**src/hw/rtl/ipl_pkg.sv**
```systemverilog
// Shared types and constants for the piecewise-linear lookup table.
// No dependencies.
package ipl_pkg;

  localparam int MAX_POINTS = 64;
  localparam int IDX_W      = $clog2(MAX_POINTS);
  localparam int CNT_W      = IDX_W + 1;
  localparam int DW         = 32;
  localparam int QW         = 2 * DW + 1;          // rounded numerator / quotient width
  localparam int DIV_CNT_W  = $clog2(QW + 1);

  typedef enum logic {
    ACT_WRITE  = 1'b0,
    ACT_LOOKUP = 1'b1
  } action_t;

  typedef struct packed {
    action_t                 act;
    logic [IDX_W-1:0]        idx;
    logic signed [DW-1:0]    px;
    logic signed [DW-1:0]    py;
    logic signed [DW-1:0]    qx;
  } item_t;

endpackage

```
**src/hw/rtl/ipl_front.sv**
```systemverilog
// Front end: accepts transactions, classifies them and holds them in a short queue.
// Depends on ipl_pkg.
module ipl_front (
  input  logic                          clk,
  input  logic                          rst,
  input  logic                          push,
  output logic                          full,
  input  logic                          action,
  input  logic [ipl_pkg::IDX_W-1:0]     point_index,
  input  logic signed [ipl_pkg::DW-1:0] point_x,
  input  logic signed [ipl_pkg::DW-1:0] point_y,
  input  logic signed [ipl_pkg::DW-1:0] query_x,
  output logic                          head_valid,
  output ipl_pkg::item_t                head,
  input  logic                          head_pop
);

  ipl_pkg::item_t q [2];
  logic       wr_ptr;
  logic       rd_ptr;
  logic [1:0] count;
  logic       do_push;
  logic       do_pop;
  ipl_pkg::item_t in_item;

  always_comb begin
    in_item.act = action ? ipl_pkg::ACT_LOOKUP : ipl_pkg::ACT_WRITE;
    in_item.idx = point_index;
    in_item.px  = point_x;
    in_item.py  = point_y;
    in_item.qx  = query_x;
  end

  assign full       = (count == 2'd2);
  assign head_valid = (count != 2'd0);
  assign head       = q[rd_ptr];
  assign do_push    = push && !full;
  assign do_pop     = head_pop && head_valid;

  always_ff @(posedge clk) begin
    if (do_push) begin
      q[wr_ptr] <= in_item;
    end
  end

  always_ff @(posedge clk) begin
    if (rst) begin
      wr_ptr <= 1'b0;
      rd_ptr <= 1'b0;
      count  <= 2'd0;
    end else begin
      if (do_push) wr_ptr <= ~wr_ptr;
      if (do_pop)  rd_ptr <= ~rd_ptr;
      count <= count + {1'b0, do_push} - {1'b0, do_pop};
    end
  end

  a_count_max: assert property (@(posedge clk) disable iff (rst) count != 2'd3)
    else $error("front queue overflow");
  a_no_pop_empty: assert property (@(posedge clk) disable iff (rst)
    count == 2'd0 |-> !do_pop)
    else $error("pop from empty front queue");
  a_count_track: assert property (@(posedge clk) disable iff (rst)
    do_push && !do_pop |=> count == $past(count) + 2'd1)
    else $error("front queue count lost a push");

endmodule

```
**config.mk**
```make
export PLATFORM = sky130hd
export DESIGN_NAME = ipl_front
export DESIGN_NICKNAME = d
export VERILOG_FILES = /design/src/hw/rtl/ipl_pkg.sv /design/src/hw/rtl/ipl_front.sv
export SDC_FILE = /design/constraint.sdc
export NUM_CORES = 1
export LEC_CHECK = 0
export ABC_AREA = 1
export BUFFER_PORTS_ARGS = -buffer_cell sky130_fd_sc_hd__buf_2
export CAP_MARGIN = 20
export CELL_PAD_IN_SITES_DETAIL_PLACEMENT = 1
export CELL_PAD_IN_SITES_GLOBAL_PLACEMENT = 1
export CORE_UTILIZATION = 44
export CTS_CLUSTER_SIZE = 20
export DETAILED_ROUTE_END_ITERATION = 8
export GPL_TIMING_DRIVEN = 1
export PLACE_DENSITY_LB_ADDON = 0.1
export SYNTH_ARGS = -nofsm -noshare
export SYNTH_HDL_FRONTEND = slang
export SYNTH_SLANG_ARGS = --single-unit
```
**constraint.sdc**
```tcl
create_clock -name clk -period 6.9 [get_ports clk]
set_input_delay 1.38 -clock clk [delete_from_list [all_inputs] [get_ports clk]]
set_output_delay 1.38 -clock clk [all_outputs]
set_load 0.005 [all_outputs]
```
Yosys cells after proc, flatten, opt, wreduce, memory -nomap -nowiden
Memories as Yosys holds them, arrays and structs flattened. A register that Yosys moved wholly into a read port is not among the register bits.
Cells that the tools add are included.
W data, S select, Z words.

word-level totals
  flip-flop bits (word level) = 4
  output and inout bits = 105
  bits in writable memories = 206
  word-level logic and storage cells = 18
  memories kept = 1

cells by class
  add/sub/neg operators = 2
  multiplexer cells = 5
  reduce and logical (&&, ||, !) cells = 4
  equal/unequal tests = 1
  bitwise logic cells = 2

memories
  memory  words  bits a word  rd ports  clocked after memory_dff  wr ports  RTL line         source
  q       2      103          1         1                         1         ipl_front.sv:18  ipl_pkg::item_t q [2];

operator list
  kind                  number
  $mux W1               5
  $add A2 B1 Y2         1
  $eq A2 B2 Y1 const B  1
  $logic_and A1 B1 Y1   2
  $not A1 Y1            2
  $reduce_bool A2 Y1    1
  $sub A2 B1 Y2         1
  $logic_not A1 Y1      1

Depth between registers and ports, before layout
Gate-level depths: netlist of run 1.

  word-level depth = 5
  mapped depth = 11
  gate-level depth less buffers = 11

Worst setup path after synthesis of run 1
No wires, ideal clock.

  path kind = input to register
  from = input port push
  to = memory q[0][0] in the netlist's numbering (enable)
  setup time = 0.565 ns
  stages = 2
  slack = 0.601 ns
  arrival time = 5.734 ns
  path through = nand2_1 > nor2_1

between the ends
  word-level cells in the longest chain between the ends = 3

RTL lines
  what                           RTL line         source
  start: declaration             ipl_front.sv:6   input logic push,
  $logic_and A1 B1 Y1            ipl_front.sv:37  assign do_push = push && !full;
  $mux W1                        ipl_front.sv:41  if (do_push) begin
  $mux W1 (not written as such)  ipl_front.sv:42  q[wr_ptr] <= in_item;
  end: declaration               ipl_front.sv:18

No other way between the ends.

==> results of run 1 <==
-- metal layers --
metal	up-vias	GRT usage [%]	part of all wire [%]
met4	4	5.306	2.3
met3	29	5.215	7.6
met2	155	29.42	50
li1	1863	-	-
met5	-	0	0.17
met1	1994	20.72	40
-- cell families (layout without fill, tap and decap cells) --
group           Yosys count  count (layout)  share of synthesized area (%)
buf+inv                  20             264                          1.756
mux                     103             103                          15.07
fa+ha+maj                 2               2                         0.3252
simple gates             20              20                          1.024
compound gates            2               2                         0.1301
other cells               0               2                              0
flops                   211             211                          81.69
-- worst max-delay path: cells and delay by family (launching register included) --
family | cells | cell delay, ps
muxes | 1 | 430
buffers and inverters | 2 | 830
DFF | 1 | 800
-- synth_stat cells --
library cell,count
buf_6,7
ha_1,2
mux2_2,103
dfxtp_1,5
nand2_1,8
buf_2,3
a21oi_1,2
buf_4,1
nor2_1,9
inv_1,9
nand3_1,3
edfxtp_1,206
-- per-stage QoR --
stage               utilization (%)  area (µm²)  hold WS [ps]
global placement              53.33        8969         494.8
global route                  57.37        9648         591.4
CTS                           57.34        9643         544.5
finish                        57.37        9648         541.5
detailed placement            53.33        8969         513.0
floorplan                         -        7695         467.5
-- sequential cells by signal, summed over array words and instances (netlist names), named ones only --
register and flops:
rd_ptr 1, wr_ptr 1, q 206, count 2
-- cell type report --
| cell class | instances | share of cell area (%) |
|---|---|---|
| Timing Repair Buffer | 215 | 11.26 |
| Sequential cell | 211 | 65.19 |
| Tap cell | 220 | 2.853 |
| Antenna cell | 2 | 0.05187 |
| Clock buffer | 30 | 6.238 |
| Clock inverter | 10 | 0.7522 |
| Multi-Input combinational cell | 127 | 13.28 |
| Inverter | 9 | 0.3761 |
-- where the power goes --
part	leakage [µW]	switching, µW	internal (µW)
registers	0.00197	77.9	1620
clock network	0.000328	451	647
logic	0.00134	338	341
total	0.00363	867	2610
-- how the worst max path moves through the flow --
stage / end / from / slack (ps) / depth (start not counted)
floorplan: q[0][0] / push / 600 / 2
global placement: head[86] / register / 3370 / 3
detailed placement: head[86] / register / 3380 / 3
CTS: head[86] / register / 2830 / 3
global route: head[9] / register / 2720 / 3
finish: head[3] / register / 2890 / 3
==> flow_summary_export.csv, run 1 <==
group,metric,value,unit
sta,maxSlewHeadroom,46.19,%
die,row_count,47,
setup_path,slowest_stage,"dfxtp_4",
route,wl_per_cell,19.06,µm
setup_path,cp.required,5520,ps
power,p_leak,0.003632,µW
placement,detailed_place_hpwl,10.25,mm
cells_and_area,layout-drive-gt1-share,58.14,%
yosys,synth-seq-area-share,81.69,%
setup_path,worst-setup-path-type,"reg2out",
grt,grt_start_max_net_pins,60,
cts,clkTransAtPathRegs,60,ps
cells_and_area,seq_area,0.006290,mm²
cts,insertion_delay,490,ps
yosys,synth_top_area_share,80.39,%
sta,setup_viol,0,
power,totalPowerFinal,3480,µW
route,vias_per_cell,4.909,
die,design.die.area,0.01802,mm²
hold_path,hold_path_depth,2,
placement,place_ws,3378,ps
yosys,syn_nets,467,
setup_path,reg2reg_from,"count[0]",
sta,finalHoldViolations,0,
placement,portBuffers,211,
setup_path,cp-end-kind,"primary output",
cts,holdBufCountCts,0,
yosys,synth_cell_types,12,
grt,grt-ovfl-total,0,
cells_and_area,final_nets,695,
sta,min_period_over_period,58.12,%
power,vdd_drop_max,0.2060,mV
cells_and_area,final_common_cell,"buf_2",
cts,clkSinkCount,211,
sta,setup_tns,0,ps
sta,period_minus_slack,4011,ps
route,drc,0,
yosys,avgSynthCellArea,21.49,µm²
yosys,synthCells,358,
yosys,netlist_area,0.007695,mm²
hold_path,hold_class,"reg2reg",
cts,clock_path_buffers,3,
sta,rsz0062_at_grt,"false",
grt,grt_first_pass_wirelength,23.54,mm
grt,grt_pass1_vias,4375,
cts,cts-resized-gates,0,
route,antenna_left,0,
setup_path,cp.arrival,2630,ps
die,pin_count,212,
flow_run,maxCapViolCount,0,
cts,htree_levels,1,
cells_and_area,final_cell_count_no_fill,824,
cells_and_area,area_delta_synth_final,25.38,%
sta,max_freq,249.3,MHz
placement,gp_congestion,0.7217,
yosys,synth_area_leaders,"edfxtp_1, mux2_2, dfxtp_1, buf_6, inv_1",
cts,clock-root-buffer,"clkbuf_16",
cells_and_area,nFillCells,1606,
route,drt-initial-drc-count,141,
sta,worst_slew_pin_slew,807.1,ps
yosys,yosysTopAreaCell,"edfxtp_1",
setup_path,cp_cell_sequence,"buf_4 -> mux2_2 -> buf_2",
placement,dp_cells,782,
yosys,ys_ff_latch,211,
hold_path,hp-start,"rd_ptr",
grt,antenna_found_initial,5,
route,vias,4045,
cells_and_area,multi_input_area,0.001281,mm²
cells_and_area,final_cell_mix,"buf_2, edfxtp_1, mux2_2",
route,totalWireLength,15.70,mm
hold_path,hold_end,"rd_ptr",
sta,clock_skew,12.04,ps
sta,fin_ws,2889,ps
setup_path,rrSetupSlack,4510,ps
setup_path,worstPathMaxFanout,53,
cts,cts_tree,"built",
die,dieWidth,134.2,µm
power,power.density,360.7,mW/mm²
die,core,0.01682,mm²
run_status,run_status,"finished clean",
cts,cts_buffers,22,
setup_path,r2r-end,"q[1][91]",
cts,postCtsSetupBuffers,0,
setup_path,reg2regPathDepth,5,
setup_path,start_kind,"register",
die,start_util,45.75,%
yosys,ys.warnings.count,0,
sta,finalMaxSlewViolations,0,
die,chipHeight,134.2,µm
setup_path,timing.critical_path.slowest_cell_delay,800,ps
grt,grt_use_total,17.13,%
route,firstDrtPassIters,4,
No activity file was read; power rests on OpenSTA's default activity.
==> inputs of run 2 (changes only) <==
clock period = 4.1 ns   (was 6.9 ns; I/O delays follow)
==> flow_summary_export.csv, run 2 (synthesized netlist as in run 1, its figures left out) <==
group,metric,value,unit
grt,antenna_found_initial,4,
cells_and_area,design_area,0.009732,mm²
die,chipHeight,134.2,µm
cts,clock-root-buffer,"clkbuf_16",
route,wl_met3,1.344,mm
cells_and_area,largest_register,"q",
sta,setup_tns,0,ps
cells_and_area,nFillCells,1590,
setup_path,slowest_stage,"dfxtp_4",
setup_path,cp_cell_sequence,"buf_4 -> mux2_2 -> buf_2",
route,firstDrtPassIters,4,
cts,holdBufCountCts,0,
cells_and_area,seq_area,0.006290,mm²
die,dieWidth,134.2,µm
setup_path,cp_num_buf_inv,2,
cells_and_area,layout-drive-gt1-share,58.32,%
sta,rsz0062_at_grt,"false",
die,pin_count,212,
setup_path,start_kind,"register",
cells_and_area,final_cell_mix,"buf_2, edfxtp_1, mux2_2",
sta,finalMaxSlewViolations,0,
die,start_util,45.75,%
cells_and_area,final_common_cell,"buf_2",
sta,maxSlewHeadroom,41.73,%
cts,clock_path_buffers,3,
setup_path,worst-setup-path-type,"reg2out",
cells_and_area,largest_reg_flops,206,
setup_path,timing.critical_path.slowest_cell_delay,730,ps
cts,insertion_delay,490,ps
sta,worst_slew_pin_slew,874.1,ps
cts,clkTransAtPathRegs,60,ps
cts,postCtsSetupBuffers,0,
die,row_count,47,
cts,cts-resized-gates,0,
cells_and_area,final_nets,700,
cts,clkSinkCount,211,
placement,post_dp_cell_area,0.008999,mm²
setup_path,cp.required,3280,ps
sta,clock_skew,10.19,ps
placement,gp_congestion,0.7373,
cells_and_area,area_delta_synth_final,26.47,%
setup_path,critical_path.top_delay_family,"flip-flops",
run_status,run_status,"finished clean",
setup_path,rrSetupSlack,2080,ps
power,p_leak,0.003679,µW
cts,htree_levels,1,
sta,max_freq,327.7,MHz
die,core,0.01682,mm²
grt,grt_pass1_vias,4400,
route,vias,4027,
placement,detailed_place_hpwl,10.90,mm
cells_and_area,reg.largest.list,"q (206), count (2)",
sta,min_period_over_period,74.44,%
route,wl_per_cell,19.63,µm
sta,period_minus_slack,3052,ps
power,power.density,617.2,mW/mm²
route,totalWireLength,16.30,mm
route,wirelength_met1,6.452,mm
cells_and_area,multi_input_area,0.001281,mm²
placement,portBuffers,211,
power,vdd_drop_max,0.4738,mV
flow_run,maxCapViolCount,0,
setup_path,cp-end-kind,"primary output",
route,wl_met2,8.083,mm
route,antenna_left,0,
cts,cts_tree,"built",
setup_path,cp.arrival,2230,ps
route,drt-initial-drc-count,217,
grt,grt_use_total,18.34,%
hold_path,hold_class,"in2reg",
cts,cts_buffers,23,
grt,grt-ovfl-total,0,
die,design.die.area,0.01802,mm²
sta,setup_viol,0,
route,highest_layer,"met4",
setup_path,worstPathMaxFanout,43,
sta,finalHoldViolations,0,
route,vias_per_cell,4.852,
grt,grt_first_pass_wirelength,24.72,mm
route,drc,0,
grt,grt_start_max_net_pins,63,
==> run 2: changes by cell type in the layout (fill, tap and decap cells not counted), sizes merged <==
cell / change
bufinv: +2
clkinv: +1
clkbuf: -1
buf: +4
diode: +1
clkinvlp: -1
==> run 2: layout make-up <==
| class | count | area share (%) |
|---|---|---|
| Multi-Input combinational cell | 127 | 13.17 |
| Clock buffer | 29 | 6.146 |
| Antenna cell | 3 | 0.07714 |
| Sequential cell | 211 | 64.63 |
| Tap cell | 220 | 2.828 |
| Timing Repair Buffer | 219 | 11.47 |
| Clock inverter | 12 | 1.311 |
| Inverter | 9 | 0.3728 |
==> run 2: worst reg2reg max path, stage by stage (launching register included) <==
cell     delay (ps)
dfxtp_1         360
inv_1            70
nand2_1         120
nand3_1         150
inv_4           490
buf_4           500
==> run 2: path summary, 6_finish.rpt <==
kind,startpoint,end,depth (start not counted)
worst max-delay path,register,head[32],3
worst max register to register,count[0],q[1][58],5
worst min-delay path,rst,count[0],2
worst min register to register,rd_ptr,rd_ptr,2
==> run 2: routing by layer <==
metal / up-vias / global-route usage, %
met5: - / 0
met4: 0 / 6.991
met3: 27 / 5.329
met2: 156 / 30.08
met1: 1968 / 23.09
li1: 1876 / -
==> run 2: stage by stage <==
step / cells / utilization [%] / setup WS (ps) / total power (µW) / hold WS (ps)
final: 830 / 57.86 / 1048 / 6007 / 509.2
after CTS: 827 / 57.82 / 997.7 / 6096 / 484.9
after global routing: 828 / 57.83 / 922.3 / 6284 / 490.3
after global placement: 786 / 53.50 / 1581 / 4044 / 489.6
after floorplan: 358 / - / 95.79 / 3574 / 467.5
after detailed placement: 786 / 53.50 / 1521 / 4093 / 524.8
==> run 2: report_power, final <==
part,internal [µW],leakage [µW],switching [µW]
clock,1210,0.000354,765
sequential,2730,0.00197,130
combinational,583,0.00136,580
==> inputs of run 3 (changes only) <==
clock period = 2.95 ns   (was 4.1 ns; I/O delays follow)
==> flow_summary_export.csv, run 3 (synthesized netlist as in run 1, its figures left out) <==
group,metric,value,unit
grt,grt_start_max_net_pins,71,
route,drt-initial-drc-count,183,
die,pin_count,212,
cts,insertion_delay,490,ps
die,core,0.01682,mm²
setup_path,cp-end-kind,"primary output",
cts,htree_levels,1,
route,vias,3988,
cts,clkSinkCount,211,
cells_and_area,final_cell_mix,"buf_2, edfxtp_1, mux2_2",
placement,detailed_place_hpwl,10.18,mm
sta,setup_viol,0,
grt,grt_use_total,17.32,%
setup_path,cp.required,2360,ps
cells_and_area,nFillCells,1583,
hold_path,hold_class,"in2reg",
power,vdd_drop_max,0.4858,mV
die,row_count,47,
run_status,run_status,"finished clean",
placement,portBuffers,211,
cts,cts_buffers,23,
setup_path,timing.critical_path.slowest_cell_delay,680,ps
die,chipHeight,134.2,µm
die,dieWidth,134.2,µm
route,drc,0,
placement,gp_congestion,0.7447,
grt,antenna_found_initial,2,
sta,worst_hold_slack,267.4,ps
cts,cts-resized-gates,0,
cts,clkTransAtPathRegs,60,ps
cts,cts_tree,"built",
cells_and_area,largest_register,"q",
die,start_util,45.75,%
cells_and_area,largest_reg_flops,206,
sta,rsz0062_at_grt,"false",
setup_path,critical_path.top_delay_family,"flip-flops",
route,firstDrtPassIters,4,
cells_and_area,final_common_cell,"buf_2",
cells_and_area,fin_util,57.89,%
cells_and_area,reg.largest.list,"q (206), count (2)",
power,p_leak,0.003660,µW
cts,clock-root-buffer,"clkbuf_16",
sta,maxSlewHeadroom,64.04,%
setup_path,worst-setup-path-type,"reg2out",
die,design.die.area,0.01802,mm²
grt,grt-ovfl-total,0,
flow_run,maxCapViolCount,0,
setup_path,cp.arrival,2000,ps
cells_and_area,layout-drive-gt1-share,58.44,%
power,power.density,839.7,mW/mm²
grt,grt_first_pass_wirelength,23.76,mm
sta,setup_tns,0,ps
setup_path,cp_cell_sequence,"buf_4 -> mux2_2 -> buf_2",
grt,grt_pass1_vias,4342,
sta,clock_skew,13.16,ps
setup_path,slowest_stage,"dfxtp_4",
cells_and_area,final_nets,699,
route,wl_per_cell,18.47,µm
sta,max_freq,385.6,MHz
sta,min_period_over_period,87.90,%
setup_path,cp_num_buf_inv,2,
route,totalWireLength,15.25,mm
sta,period_minus_slack,2593,ps
sta,finalMaxSlewViolations,0,
setup_path,start_kind,"register",
sta,finalHoldViolations,0,
cts,clock_path_buffers,3,
sta,worst_slew_pin_slew,538.2,ps
route,vias_per_cell,4.828,
setup_path,worstPathMaxFanout,35,
cts,holdBufCountCts,0,
cells_and_area,area_delta_synth_final,26.54,%
route,antenna_left,0,
cts,postCtsSetupBuffers,0,
[run 3: cell types whose count changed in the layout (fill, tap and decap cells not counted)]
cell,delta
buf_4,-6
inv_4,-1
diode_2,-1
clkbuf_8,+3
bufinv_16,-3
clkinv_1,-4
clkinv_2,-2
clkinvlp_4,+1
clkbuf_1,+2
buf_12,+5
inv_6,+2
[run 3: layout make-up]
cell class	instances	area (µm²)	area share, %
Clock buffer	34	646.9	6.644
Clock inverter	5	30.03	0.3084
Tap cell	220	275.3	2.827
Inverter	9	37.54	0.3855
Multi-Input combinational cell	127	1281	13.16
Timing Repair Buffer	218	1171	12.03
Sequential cell	211	6290	64.60
Antenna cell	2	5.005	0.05140
[run 3: metal layers]
metal	track usage, %	vias up	wire (µm)
met4	5.243	0	342
met1	21.01	1950	5906
li1	-	1868	-
met5	0	-	0
met2	29.33	145	7725
met3	5.782	25	1278
[run 3: through the flow]
step,total power (µW),area (µm²),cells,setup slack (ps)
6_report,8176,9737,826,356.9
5_1_grt,8576,9734,825,207.6
2_1_floorplan,4953,7706,358,321.8
3_3_place_gp,5664,9055,785,828.1
4_1_cts,8317,9732,824,292.5
3_5_place_dp,5722,9055,785,826.5
[run 3: final timing paths]
kind         startpoint        to  slack (ps)  cells after the start
max            register  head[22]         360                      3
min reg2reg      rd_ptr  register         520                      2
min                 rst  count[0]         270                      2
max reg2reg    count[1]  q[1][86]        1080                      4
[run 3: power breakdown]
group	switching [µW]	internal (µW)
registers	160	3790
clock network	1040	1510
logic	817	850
total	2020	6150
